==> config.mk <==
export PLATFORM = sky130hd
export DESIGN_NAME = doubly_linked_chain_engine
export DESIGN_NICKNAME = d
export VERILOG_FILES = /design/src/sv/dlce_pkg.sv /design/src/sv/dlce_ram.sv /design/src/sv/dlce_link_table.sv /design/src/sv/doubly_linked_chain_engine.sv
export SDC_FILE = /design/constraint.sdc
export NUM_CORES = 2
export LEC_CHECK = 0
export BUFFER_PORTS_ARGS = -buffer_cell sky130_fd_sc_hd__clkbuf_2
export CORE_MARGIN = 8
export CORE_UTILIZATION = 63
export DETAILED_ROUTE_END_ITERATION = 7
export PLACE_DENSITY_LB_ADDON = 0.2
export SYNTH_ARGS = -nofsm -noshare
export SYNTH_HDL_FRONTEND = slang
export SYNTH_SLANG_ARGS = --single-unit
==> constraint.sdc <==
create_clock -name i_clk -period 5.9 [get_ports i_clk]
set_clock_uncertainty 0.2 [all_clocks]
set_input_delay 0.885 -clock i_clk [delete_from_list [all_inputs] [get_ports i_clk]]
set_output_delay 0.885 -clock i_clk [all_outputs]
set_load 0.01 [all_outputs]
==> src/sv/dlce_pkg.sv <==
`timescale 1ns / 1ps

package dlce_pkg;

    localparam logic [1:0] CMD_LINK   = 2'd0;
    localparam logic [1:0] CMD_UNLINK = 2'd1;
    localparam logic [1:0] CMD_LIST   = 2'd2;

    typedef enum logic [2:0] {
        S_IDLE,
        S_FWD,
        S_BWD,
        S_COLLECT,
        S_ERD,
        S_ELOAD,
        S_EOUT
    } t_state;

    typedef struct packed {
        logic [1:0] cmd;
        logic [5:0] first_node;
        logic [5:0] second_node;
    } t_in_item;

    typedef struct packed {
        logic [5:0] member_node;
        logic [6:0] chain_length;
        logic       last_member;
        logic       loop_error;
    } t_out_item;

endpackage

==> src/sv/dlce_ram.sv <==
`timescale 1ns / 1ps

module dlce_ram #(
    parameter int WIDTH = 8,
    parameter int DEPTH = 64
) (
    input  logic                     i_clk,
    input  logic                     i_we,
    input  logic [$clog2(DEPTH)-1:0] i_waddr,
    input  logic [WIDTH-1:0]         i_wdata,
    input  logic                     i_re,
    input  logic [$clog2(DEPTH)-1:0] i_raddr,
    output logic [WIDTH-1:0]         o_rdata
);

    logic [WIDTH-1:0] r_mem [DEPTH];
    logic [WIDTH-1:0] r_rdata;

    always_ff @(posedge i_clk) begin
        if (i_we) begin
            r_mem[i_waddr] <= i_wdata;
        end
        if (i_re) begin
            r_rdata <= r_mem[i_raddr];
        end
    end

    assign o_rdata = r_rdata;

endmodule

==> src/sv/dlce_link_table.sv <==
`timescale 1ns / 1ps

module dlce_link_table #(
    parameter int NODES = 64
) (
    input  logic                     i_clk,
    input  logic                     i_rst_n,
    input  logic                     i_wr_en,
    input  logic                     i_wr_link,
    input  logic [$clog2(NODES)-1:0] i_wr_front,
    input  logic [$clog2(NODES)-1:0] i_wr_rear,
    input  logic                     i_rd_en,
    input  logic                     i_rd_prev,
    input  logic [$clog2(NODES)-1:0] i_rd_node,
    output logic                     o_linked,
    output logic [$clog2(NODES)-1:0] o_rd_node
);

    localparam int AW = $clog2(NODES);

    logic [NODES-1:0] r_next_ok;
    logic [NODES-1:0] r_prev_ok;
    logic [AW-1:0]    next_q;
    logic [AW-1:0]    prev_q;
    logic             link_we;

    assign link_we = i_wr_en && i_wr_link;

    // a flag per entry marks a live link, cleared by reset
    always_ff @(posedge i_clk) begin
        if (!i_rst_n) begin
            r_next_ok <= '0;
            r_prev_ok <= '0;
        end else if (i_wr_en) begin
            r_next_ok[i_wr_front] <= i_wr_link;
            r_prev_ok[i_wr_rear]  <= i_wr_link;
        end
    end

    dlce_ram #(
        .WIDTH (AW),
        .DEPTH (NODES)
    ) u_next_ram (
        .i_clk   (i_clk),
        .i_we    (link_we),
        .i_waddr (i_wr_front),
        .i_wdata (i_wr_rear),
        .i_re    (i_rd_en),
        .i_raddr (i_rd_node),
        .o_rdata (next_q)
    );

    dlce_ram #(
        .WIDTH (AW),
        .DEPTH (NODES)
    ) u_prev_ram (
        .i_clk   (i_clk),
        .i_we    (link_we),
        .i_waddr (i_wr_rear),
        .i_wdata (i_wr_front),
        .i_re    (i_rd_en),
        .i_raddr (i_rd_node),
        .o_rdata (prev_q)
    );

    assign o_linked  = i_rd_prev ? r_prev_ok[i_rd_node] : r_next_ok[i_rd_node];
    assign o_rd_node = i_rd_prev ? prev_q : next_q;

endmodule

==> src/sv/doubly_linked_chain_engine.sv <==
`timescale 1ns / 1ps
// link and unlink: handled in idle, no result transfer
// list: forward walk, backward walk, then collect walk, one link table read per cycle,
// then a buffer read, and per result a load state and an output state held until ready
// input ready only while idle
// synchronous active-low reset clears all links and the sequencer

module doubly_linked_chain_engine #(
    parameter int NODES = 64
) (
    input  logic               i_clk,
    input  logic               i_rst_n,
    input  logic               i_in_valid,
    output logic               o_in_ready,
    input  dlce_pkg::t_in_item i_in_data,
    output logic               o_out_valid,
    input  logic               i_out_ready,
    output dlce_pkg::t_out_item o_out_data
);

    localparam int AW = $clog2(NODES);
    localparam int SW = $clog2(2 * NODES);
    localparam logic [AW-1:0] KLAST = AW'(NODES - 1);
    localparam logic [SW-1:0] SCAP  = SW'(NODES - 1);

    dlce_pkg::t_state    r_state, n_state;
    logic [AW-1:0]       r_first, n_first;
    logic [AW-1:0]       r_cur, n_cur;
    logic                r_chain, n_chain;
    logic [AW-1:0]       r_k, n_k;
    logic [SW-1:0]       r_steps, n_steps;
    logic                r_err, n_err;
    logic [AW-1:0]       r_last, n_last;
    logic [AW-1:0]       r_j, n_j;
    logic                r_ovalid, n_ovalid;
    dlce_pkg::t_out_item r_out, n_out;

    logic          in_xfer;
    logic          out_xfer;
    logic          a_ok;
    logic          b_ok;
    logic          walking;
    logic          tbl_wr_en;
    logic          tbl_rd_en;
    logic          tbl_linked;
    logic [AW-1:0] tbl_rd_node;
    logic [AW-1:0] walk_node;
    logic          walk_go;
    logic          buf_we;
    logic          buf_re;
    logic [AW-1:0] buf_raddr;
    logic [AW-1:0] buf_rdata;

    assign o_in_ready  = (r_state == dlce_pkg::S_IDLE);
    assign in_xfer     = i_in_valid && o_in_ready;
    assign out_xfer    = r_ovalid && i_out_ready;
    assign o_out_valid = r_ovalid;
    assign o_out_data  = r_out;

    assign a_ok = int'(i_in_data.first_node) < NODES;
    assign b_ok = int'(i_in_data.second_node) < NODES;

    assign walking = (r_state == dlce_pkg::S_FWD) || (r_state == dlce_pkg::S_BWD)
                  || (r_state == dlce_pkg::S_COLLECT);
    assign walk_node = r_chain ? tbl_rd_node : r_cur;
    assign walk_go   = tbl_linked && (r_k != KLAST);

    dlce_link_table #(
        .NODES (NODES)
    ) u_table (
        .i_clk      (i_clk),
        .i_rst_n    (i_rst_n),
        .i_wr_en    (tbl_wr_en),
        .i_wr_link  (i_in_data.cmd == dlce_pkg::CMD_LINK),
        .i_wr_front (AW'(i_in_data.first_node)),
        .i_wr_rear  (AW'(i_in_data.second_node)),
        .i_rd_en    (tbl_rd_en),
        .i_rd_prev  (r_state == dlce_pkg::S_BWD),
        .i_rd_node  (walk_node),
        .o_linked   (tbl_linked),
        .o_rd_node  (tbl_rd_node)
    );

    dlce_ram #(
        .WIDTH (AW),
        .DEPTH (NODES)
    ) u_member_buf (
        .i_clk   (i_clk),
        .i_we    (buf_we),
        .i_waddr (r_k),
        .i_wdata (walk_node),
        .i_re    (buf_re),
        .i_raddr (buf_raddr),
        .o_rdata (buf_rdata)
    );

    // next state
    always_comb begin
        n_state = r_state;
        case (r_state)
            dlce_pkg::S_IDLE: begin
                if (in_xfer && (i_in_data.cmd == dlce_pkg::CMD_LIST) && a_ok) begin
                    n_state = dlce_pkg::S_FWD;
                end
            end
            dlce_pkg::S_FWD: begin
                if (!walk_go) begin
                    n_state = dlce_pkg::S_BWD;
                end
            end
            dlce_pkg::S_BWD: begin
                if (!walk_go) begin
                    n_state = dlce_pkg::S_COLLECT;
                end
            end
            dlce_pkg::S_COLLECT: begin
                if (!walk_go) begin
                    n_state = dlce_pkg::S_ERD;
                end
            end
            dlce_pkg::S_ERD: begin
                n_state = dlce_pkg::S_ELOAD;
            end
            dlce_pkg::S_ELOAD: begin
                n_state = dlce_pkg::S_EOUT;
            end
            dlce_pkg::S_EOUT: begin
                if (out_xfer) begin
                    n_state = (r_j == r_last) ? dlce_pkg::S_IDLE : dlce_pkg::S_ELOAD;
                end
            end
            default: begin
                n_state = dlce_pkg::S_IDLE;
            end
        endcase
    end

    // datapath
    always_comb begin
        n_first  = r_first;
        n_cur    = r_cur;
        n_chain  = r_chain;
        n_k      = r_k;
        n_steps  = r_steps;
        n_err    = r_err;
        n_last   = r_last;
        n_j      = r_j;
        n_ovalid = r_ovalid;
        n_out    = r_out;
        case (r_state)
            dlce_pkg::S_IDLE: begin
                if (in_xfer) begin
                    n_first = AW'(i_in_data.first_node);
                    n_cur   = AW'(i_in_data.first_node);
                    n_chain = 1'b0;
                    n_k     = '0;
                    n_steps = '0;
                    n_err   = 1'b0;
                end
            end
            dlce_pkg::S_FWD, dlce_pkg::S_BWD, dlce_pkg::S_COLLECT: begin
                n_cur = walk_node;
                if (walk_go) begin
                    n_chain = 1'b1;
                    n_k     = r_k + 1'b1;
                    if (r_state != dlce_pkg::S_COLLECT) begin
                        n_steps = r_steps + 1'b1;
                    end
                end else begin
                    n_chain = 1'b0;
                    n_k     = '0;
                    n_err   = r_err || tbl_linked;
                    if (r_state == dlce_pkg::S_FWD) begin
                        n_cur = r_first;
                    end
                    if (r_state == dlce_pkg::S_COLLECT) begin
                        n_last = r_k;
                        n_j    = '0;
                    end
                end
            end
            dlce_pkg::S_ELOAD: begin
                n_ovalid           = 1'b1;
                n_out.member_node  = 6'(buf_rdata);
                n_out.chain_length = (r_steps >= SCAP) ? 7'(NODES) : 7'(r_steps) + 7'd1;
                n_out.last_member  = (r_j == r_last);
                n_out.loop_error   = r_err;
            end
            dlce_pkg::S_EOUT: begin
                if (out_xfer) begin
                    n_ovalid = 1'b0;
                    if (r_j != r_last) begin
                        n_j = r_j + 1'b1;
                    end
                end
            end
            default: begin
                n_ovalid = 1'b0;
            end
        endcase
    end

    // memory controls
    always_comb begin
        tbl_wr_en = in_xfer && a_ok && b_ok
                 && ((i_in_data.cmd == dlce_pkg::CMD_LINK)
                  || (i_in_data.cmd == dlce_pkg::CMD_UNLINK));
        tbl_rd_en = walking && walk_go;
        buf_we    = (r_state == dlce_pkg::S_COLLECT);
        buf_re    = (r_state == dlce_pkg::S_ERD)
                 || ((r_state == dlce_pkg::S_EOUT) && out_xfer && (r_j != r_last));
        buf_raddr = (r_state == dlce_pkg::S_ERD) ? r_j : r_j + 1'b1;
    end

    always_ff @(posedge i_clk) begin
        if (!i_rst_n) begin
            r_state  <= dlce_pkg::S_IDLE;
            r_chain  <= 1'b0;
            r_k      <= '0;
            r_steps  <= '0;
            r_err    <= 1'b0;
            r_last   <= '0;
            r_j      <= '0;
            r_ovalid <= 1'b0;
        end else begin
            r_state  <= n_state;
            r_chain  <= n_chain;
            r_k      <= n_k;
            r_steps  <= n_steps;
            r_err    <= n_err;
            r_last   <= n_last;
            r_j      <= n_j;
            r_ovalid <= n_ovalid;
        end
    end

    always_ff @(posedge i_clk) begin
        r_first <= n_first;
        r_cur   <= n_cur;
        r_out   <= n_out;
    end

    a_valid_in_eout: assert property (@(posedge i_clk) disable iff (!i_rst_n)
        r_ovalid |-> (r_state == dlce_pkg::S_EOUT))
        else $error("result valid outside output state");

    a_j_bound: assert property (@(posedge i_clk) disable iff (!i_rst_n)
        (r_state == dlce_pkg::S_EOUT) |-> (r_j <= r_last))
        else $error("emit index past chain end");

    a_last_ends: assert property (@(posedge i_clk) disable iff (!i_rst_n)
        (out_xfer && r_out.last_member) |=> (r_state == dlce_pkg::S_IDLE))
        else $error("list did not end after tail transfer");

    a_steps_bound: assert property (@(posedge i_clk) disable iff (!i_rst_n)
        r_steps <= SW'(2 * (NODES - 1)))
        else $error("step count beyond both walk caps");

endmodule
# Word level (Yosys, flattened, before mapping)

Memory sizes are Yosys's and may differ from the RTL's. A register that Yosys moved wholly into a read port is not among the register bits.
Cells that the tools add are included.

Register bits after elaboration: 186
Memory bits (writable): 1152
Input port bits: 18
Memories: 3

Memories:

| name                     | depth | width | rd ports | clocked after memory_dff | write ports | RTL line       | source |
|---|---|---|---|---|---|---|---|
| u_member_buf.r_mem       | 64    | 6     | 1        | 1                        | 1           | dlce_ram.sv:16 | `logic [WIDTH-1:0] r_mem [DEPTH];` |
| u_table.u_next_ram.r_mem | 64    | 6     | 1        | 1                        | 1           | dlce_ram.sv:16 |  |
| u_table.u_prev_ram.r_mem | 64    | 6     | 1        | 1                        | 1           | dlce_ram.sv:16 |  |

Add/sub/neg operators: 3
Magnitude comparators: 6
Equal/unequal tests: 23
Muxes and demuxes: 48
Bitwise operators: 2
Reduce and logical (&&, ||, !) cells: 30

Operator list:

| operator            | count |
|---|---|
| $bwmux 64           | 2 |
| $mux 6              | 12 |
| $pmux 6 s2          | 3 |
| $lt 6x7->1 const B  | 3 |
| $mux 7              | 3 |
| $pmux 3 s7          | 1 |
| $mux 3              | 6 |
| $ne 2x2->1 const B  | 9 |
| $pmux 7 s2          | 1 |
| $mux 1              | 13 |
| $add 6x1->6 const B | 2 |
| $bmux 1 s6          | 2 |
| $demux 1 s6         | 2 |
| $ge 6x1->1 const B  | 2 |
| $logic_and 1x1->1   | 11 |
| $reduce_and 5->1    | 2 |
| $eq 3x3->1 const B  | 3 |
| $add 7x1->7 const B | 1 |
| $ge 7x6->1 const B  | 1 |
| $eq 3x2->1 const B  | 2 |
| $eq 6x6->1          | 1 |
| $ne 6x6->1          | 1 |
| $ne 6x6->1 const B  | 1 |
| $reduce_and 2->1    | 3 |
| 16 further kinds    | 25 |

# Depth between registers and ports, before layout

Depth after elaboration: 9
Depth in mapped cells: 18

# Modules after synthesis

From an unflattened synthesis, not the netlist that was laid out.

Cells, all modules: 3208
Area total of the unflattened synthesis: 55474.5 µm²

Modules (own cells, without submodules):

| module                     | times used | cells each | area each (µm²) | sequential area each (µm²) |
|---|---|---|---|---|
| dlce_ram                   | 3          | 720        | 15285.9         | 11711.2 |
| dlce_link_table            | 1          | 764        | 6827.8          | 2562.5 |
| doubly_linked_chain_engine | 1          | 284        | 2788.9          | 1431.4 |

# Least setup slack after synthesis

OpenSTA, ideal clock, no wires.

Path kind: register to register
From: register r_state[2]
To: register u_table.u_next_ram.r_rdata[0] (netlist: u_table.u_next_ram.o_rdata[0]) (read register of u_table.u_next_ram.r_mem) (data pin)
Library setup time: 0.323 ns
Arrival: 3.824 ns
Required time: 5.377 ns
Path slack: 1.553 ns
Stages on the path, launching flop included: 17
Clock period less this slack: 4.347 ns
Cell sequence: dfxtp_1 -> buf_2 -> nor4bb_1 -> a211oi_2 -> or2_1 -> buf_2 -> inv_2 -> buf_6 -> buf_2 -> buf_2 -> buf_2 -> buf_1 -> nand3_1 -> a31oi_1 -> a21oi_1 -> a21oi_1 -> a21oi_1

Cells in the longest elaborated chain, start to end: 8
Elaborated cells on any way between the ends: 14

Ends and longest elaborated chain:

| item                         | RTL line                          | source |
|---|---|---|
| start, declared              | doubly_linked_chain_engine.sv:26  | `dlce_pkg::t_state r_state, n_state;` |
| start signal, assigned       | doubly_linked_chain_engine.sv:217 | `r_state <= dlce_pkg::S_IDLE;` |
| start signal, assigned       | doubly_linked_chain_engine.sv:226 | `r_state <= n_state;` |
| $eq 3x2->1 *                 | doubly_linked_chain_engine.sv:78  | `.i_rd_prev (r_state == dlce_pkg::S_BWD),` |
| $mux 6 *                     | dlce_link_table.sv:67             | `assign o_rd_node = i_rd_prev ? prev_q : next_q;` |
| $mux 6 *                     | doubly_linked_chain_engine.sv:65  | `assign walk_node = r_chain ? tbl_rd_node : r_cur;` |
| via u_member_buf.i_wdata[1]  | dlce_ram.sv:10                    | `input logic [WIDTH-1:0] i_wdata,` |
| $bmux 1 s6                   | dlce_link_table.sv:66             | `assign o_linked = i_rd_prev ? r_prev_ok[i_rd_node] : r_next_ok[i_rd_node];` |
| $mux 1 (implied by the code) | dlce_link_table.sv:66             |  |
| $mux 1                       | dlce_link_table.sv:66             |  |
| $logic_and 1x1->1            | doubly_linked_chain_engine.sv:66  | `assign walk_go = tbl_linked && (r_k != KLAST);` |
| $logic_and 1x1->1            | doubly_linked_chain_engine.sv:208 | `tbl_rd_en = walking && walk_go;` |
| end, declared                | dlce_ram.sv:17                    | `logic [WIDTH-1:0] r_rdata;` |

Mark *: on every way through the listed nets, which the timed path passes. The rest lies on a longest branch. The select of a mux whose other input is x is not followed.
A chain may end at the register's enable or synchronous reset.

# Worst setup path in the final report

From: register r_chain
To: register r_steps[6]

Cells in the longest elaborated chain, start to end: 7
Elaborated cells on any way between the ends: 9

Ends and longest elaborated chain:

| item                                | RTL line                          | source |
|---|---|---|
| start, declared                     | doubly_linked_chain_engine.sv:29  | `logic r_chain, n_chain;` |
| start signal, assigned              | doubly_linked_chain_engine.sv:227 | `r_chain <= n_chain;` |
| $mux 6 *                            | doubly_linked_chain_engine.sv:65  |  |
| $bmux 1 s6                          | dlce_link_table.sv:66             |  |
| $mux 1 (implied by the code)        | dlce_link_table.sv:66             |  |
| $mux 1 *                            | dlce_link_table.sv:66             |  |
| $logic_and 1x1->1 *                 | doubly_linked_chain_engine.sv:66  |  |
| $ne 2x2->1 (no source line) *       | n/a                               |  |
| $reduce_and 4->1 (no source line) * | n/a                               |  |
| end signal, assigned                | doubly_linked_chain_engine.sv:229 | `r_steps <= n_steps;` |
| end, declared                       | doubly_linked_chain_engine.sv:31  | `logic [SW-1:0] r_steps, n_steps;` |

Mark *: on every way between the ends. The rest lies on a longest branch, timed or not. The select of a mux whose other input is x is not followed.

==> impl_metrics.json <==
{
  "status": "finished, final reports clean",
  "cts_tree": "done",
  "cts-hold-fix-buffers": 0,
  "postCtsSetupBuffers": 0,
  "syn_area_um2": 56200,
  "drt_first_iter_violations": 5331,
  "portion_of_the_post_synthesis_area_used_by_sequential_elements": 0.696,
  "areaGrowthSynthToFinish_pct": 9.39,
  "crit_arrival_ps": 5350,
  "synth_edf_count": 1197,
  "initial_cell_density_of_the_core": 0.636,
  "maxCapViolCount": 0,
  "cellLeakagePower_nw": 20.5,
  "report.final.slew_viol_count": 0,
  "post_synth_main_area_contributors": "edfxtp_1 64%, nand2_1 5.7%, dfxtp_1 5.7%",
  "grt_pass1_wl_um": 216000,
  "synth_largest_type_area_fraction": 0.639,
  "period_minus_slack_ps": 4930,
  "placement_rows": 109,
  "worst_ep_required_time_ps": 6320,
  "placeable_area_um2": 88400,
  "clock-root-buffer": "clkbuf_16",
  "portBuffers": 34,
  "multi_input_area_um2": 15900,
  "numClockSinks": 1356,
  "net_count_after_synthesis": 4206,
  "die_w_um": 315,
  "yosys_register_bits": 1356,
  "hold_path.class": "flip-flop to flip-flop",
  "end_kind": "flip-flop",
  "netlist-cell-type-count": 83,
  "fp.dieH_um": 315,
  "transition_time_at_the_pin_with_the_least_slew_margin_ps": 1220,
  "fin_nets": 4140,
  "layout.filler_cells": 5848,
  "slew_headroom": 0.188,
  "grt.overflow.total": 0,
  "post_synth_most_frequent_cells": "1,197 x edfxtp_1, 855 x nand2_1, 258 x o21a_1, 239 x nand3_1, 232 x nor2_1",
  "fraction_of_final_layout_cells_with_drive_strength_greater_than_1": 0.109,
  "critPathLaunchType": "flip-flop",
  "crit_fanout": 39,
  "route.detailed.wl_per_inst_um": 26.5,
  "placed_area_um2": 57300,
  "cts.path.max_buffers": 3,
  "cts-htree-levels": 4,
  "setup_tns_ps": 0,
  "layout.cell_area.non_filler_um2": 61500,
  "viasPerCell": 6.66,
  "die-area_um2": 99000,
  "ant_nets": 0,
  "clk_latency_ps": 750,
  "power_density_nw_per_um2": 440,
  "async_flop_share": 0,
  "final-setup-viol-count": 0,
  "synthesis.area_per_instance_um2": 13.4,
  "cts_made_buffers": 138,
  "finalCritPeriodShare": 0.836,
  "ctsResizeCount": 0,
  "grt_start_max_net_pins": 126,
  "synth.most_common_cell": "edfxtp_1",
  "synth_top_cell_by_area": "edfxtp_1",
  "synthCells": 4185,
  "groute.usage.overall": 0.285,
  "drtPass1Iterations": 6,
  "hpwl_um": 85500,
  "rrSetupSlack_ps": 970,
  "route.vias.total": 35900,
  "first_global_vias": 34600,
  "criticalPathCategory": "flip-flop to flip-flop",
  "drt_drc_violations_left": 0,
  "worst_ir_drop_vdd_v": 0.000425,
  "grt_setup_unrepaired": "false",
  "cts.reportedPaths.clkPinSlew_ps": 60,
  "antenna_found_initial": 3,
  "timing_hold_violations_final": 0,
  "yosys_warnings": 0,
  "max_freq_mhz": 203,
  "postRouteWirelength_um": 143000,
  "top_level_ports": 35,
  "synthFlopType": "edfxtp_1",
  "seq_area_um2": 39100,
  "gp_congestion": 0.927
}
## metal layers
| layer | wire length, um | vias up | track usage | share of wire |
|---|---|---|---|---|
| li1 | - | 15700 | - | - |
| met1 | 55600 | 17800 | 0.392 | 0.39 |
| met2 | 69200 | 2019 | 0.460 | 0.48 |
| met3 | 13100 | 324 | 0.0515 | 0.092 |
| met4 | 5090 | 2 | 0.102 | 0.036 |
| met5 | 13 | - | 0 | 0.000091 |
## report_power, final
part	switching, mW	internal, mW
Combinational	5.58	2.08
Clock	3.54	4.61
Sequential	0.143	11.1
Total	9.27	17.8
## cell type report
type,count,share of cell area
tap,1165,0.0237
clock buffer,189,0.0613
inverter,20,0.00169
antenna,1,0.0000407
timing repair buffer,104,0.0120
clock inverter,61,0.00659
multi-input combinational,2499,0.258
sequential,1356,0.636
## worst paths after layout
kind                            cells after the start        endpoint                    start
worst max-delay path                               14      r_steps[6]                  r_chain
worst min-delay path                                0  o_out_data[10]  u_member_buf.o_rdata[1]
worst max register to register                     14      r_steps[6]                  r_chain
worst min register to register                      0  o_out_data[10]  u_member_buf.o_rdata[1]
## cells in the final DEF, fill, tap and decap left out, types with 9 or more instances in the layout
| master | n |
|---|---|
| nor3_1 | 34 |
| mux2_2 | 10 |
| clkinv_1 | 35 |
| mux2i_1 | 24 |
| clkinv_2 | 14 |
| and3_1 | 123 |
| nor2_1 | 232 |
| a21oi_1 | 89 |
| a311oi_1 | 150 |
| dfxtp_1 | 159 |
| clkbuf_16 | 143 |
| o21a_1 | 258 |
| nand2_1 | 855 |
| nor2b_1 | 18 |
| clkbuf_1 | 44 |
| a211oi_1 | 64 |
| or3_1 | 19 |
| a31o_2 | 11 |
| nand3_1 | 239 |
| a31oi_1 | 53 |
| inv_1 | 13 |
| nor4_1 | 9 |
| edfxtp_1 | 1197 |
| o22ai_1 | 9 |
| nand3b_1 | 10 |
| clkbuf_2 | 31 |
| o21ai_0 | 32 |
| mux4_2 | 127 |
| buf_4 | 68 |
## metrics by stage
step | util | cells | setup slack, ps | hold WS [ps] | total power, mW
after floorplan | - | 4185 | 1550 | 200 | 16.4
after global routing | 0.696 | 5394 | 679 | 226 | 28.0
final | 0.696 | 5395 | 968 | 223 | 27.0
after CTS | 0.696 | 5394 | 1050 | 223 | 27.0
after detailed placement | 0.648 | 5144 | 1070 | 210 | 18.9
after global placement | 0.648 | 5144 | 1160 | 203 | 18.8
## state kept, by name (all words and copies together) (netlist names)
register                    count
r_chain                         1
r_steps                         7
u_table.u_next_ram.r_mem      384
o_out_valid                     1
r_cur                           6
u_table.r_prev_ok              64
r_state                         3
u_table.u_next_ram.o_rdata      6
u_table.r_next_ok              64
r_j                             6
u_member_buf.r_mem            384
u_table.u_prev_ram.o_rdata      6
r_k                             6
u_table.u_prev_ram.r_mem      384
r_first                         6
r_last                          6
u_member_buf.o_rdata            6
r_err                           1
o_out_data                     15
## worst max-delay path, cell delays in order, from the launching register on
cell      delay (ps)
dfxtp_1          650
clkinv_1         470
a211oi_2         360
or2_4            300
buf_4            470
a211oi_1         110
a211oi_1         300
nand4_1          220
o22ai_2          410
nor2_2            50
buf_4            200
nand3_2          110
inv_2            310
and3_4           320
a221o_1          310
## kinds of logic (layout without fill, tap and decap cells)
group	Yosys count	in the layout	synth area share
xor+xnor	12	12	0.00187
simple gates	1585	1585	0.123
mux	162	162	0.0573
other cells	0	1	0
buf+inv	330	374	0.0233
flops	1356	1356	0.696
fa+ha+maj	3	3	0.000668
compound gates	737	737	0.0975
(Power assumes the default switching activity.)
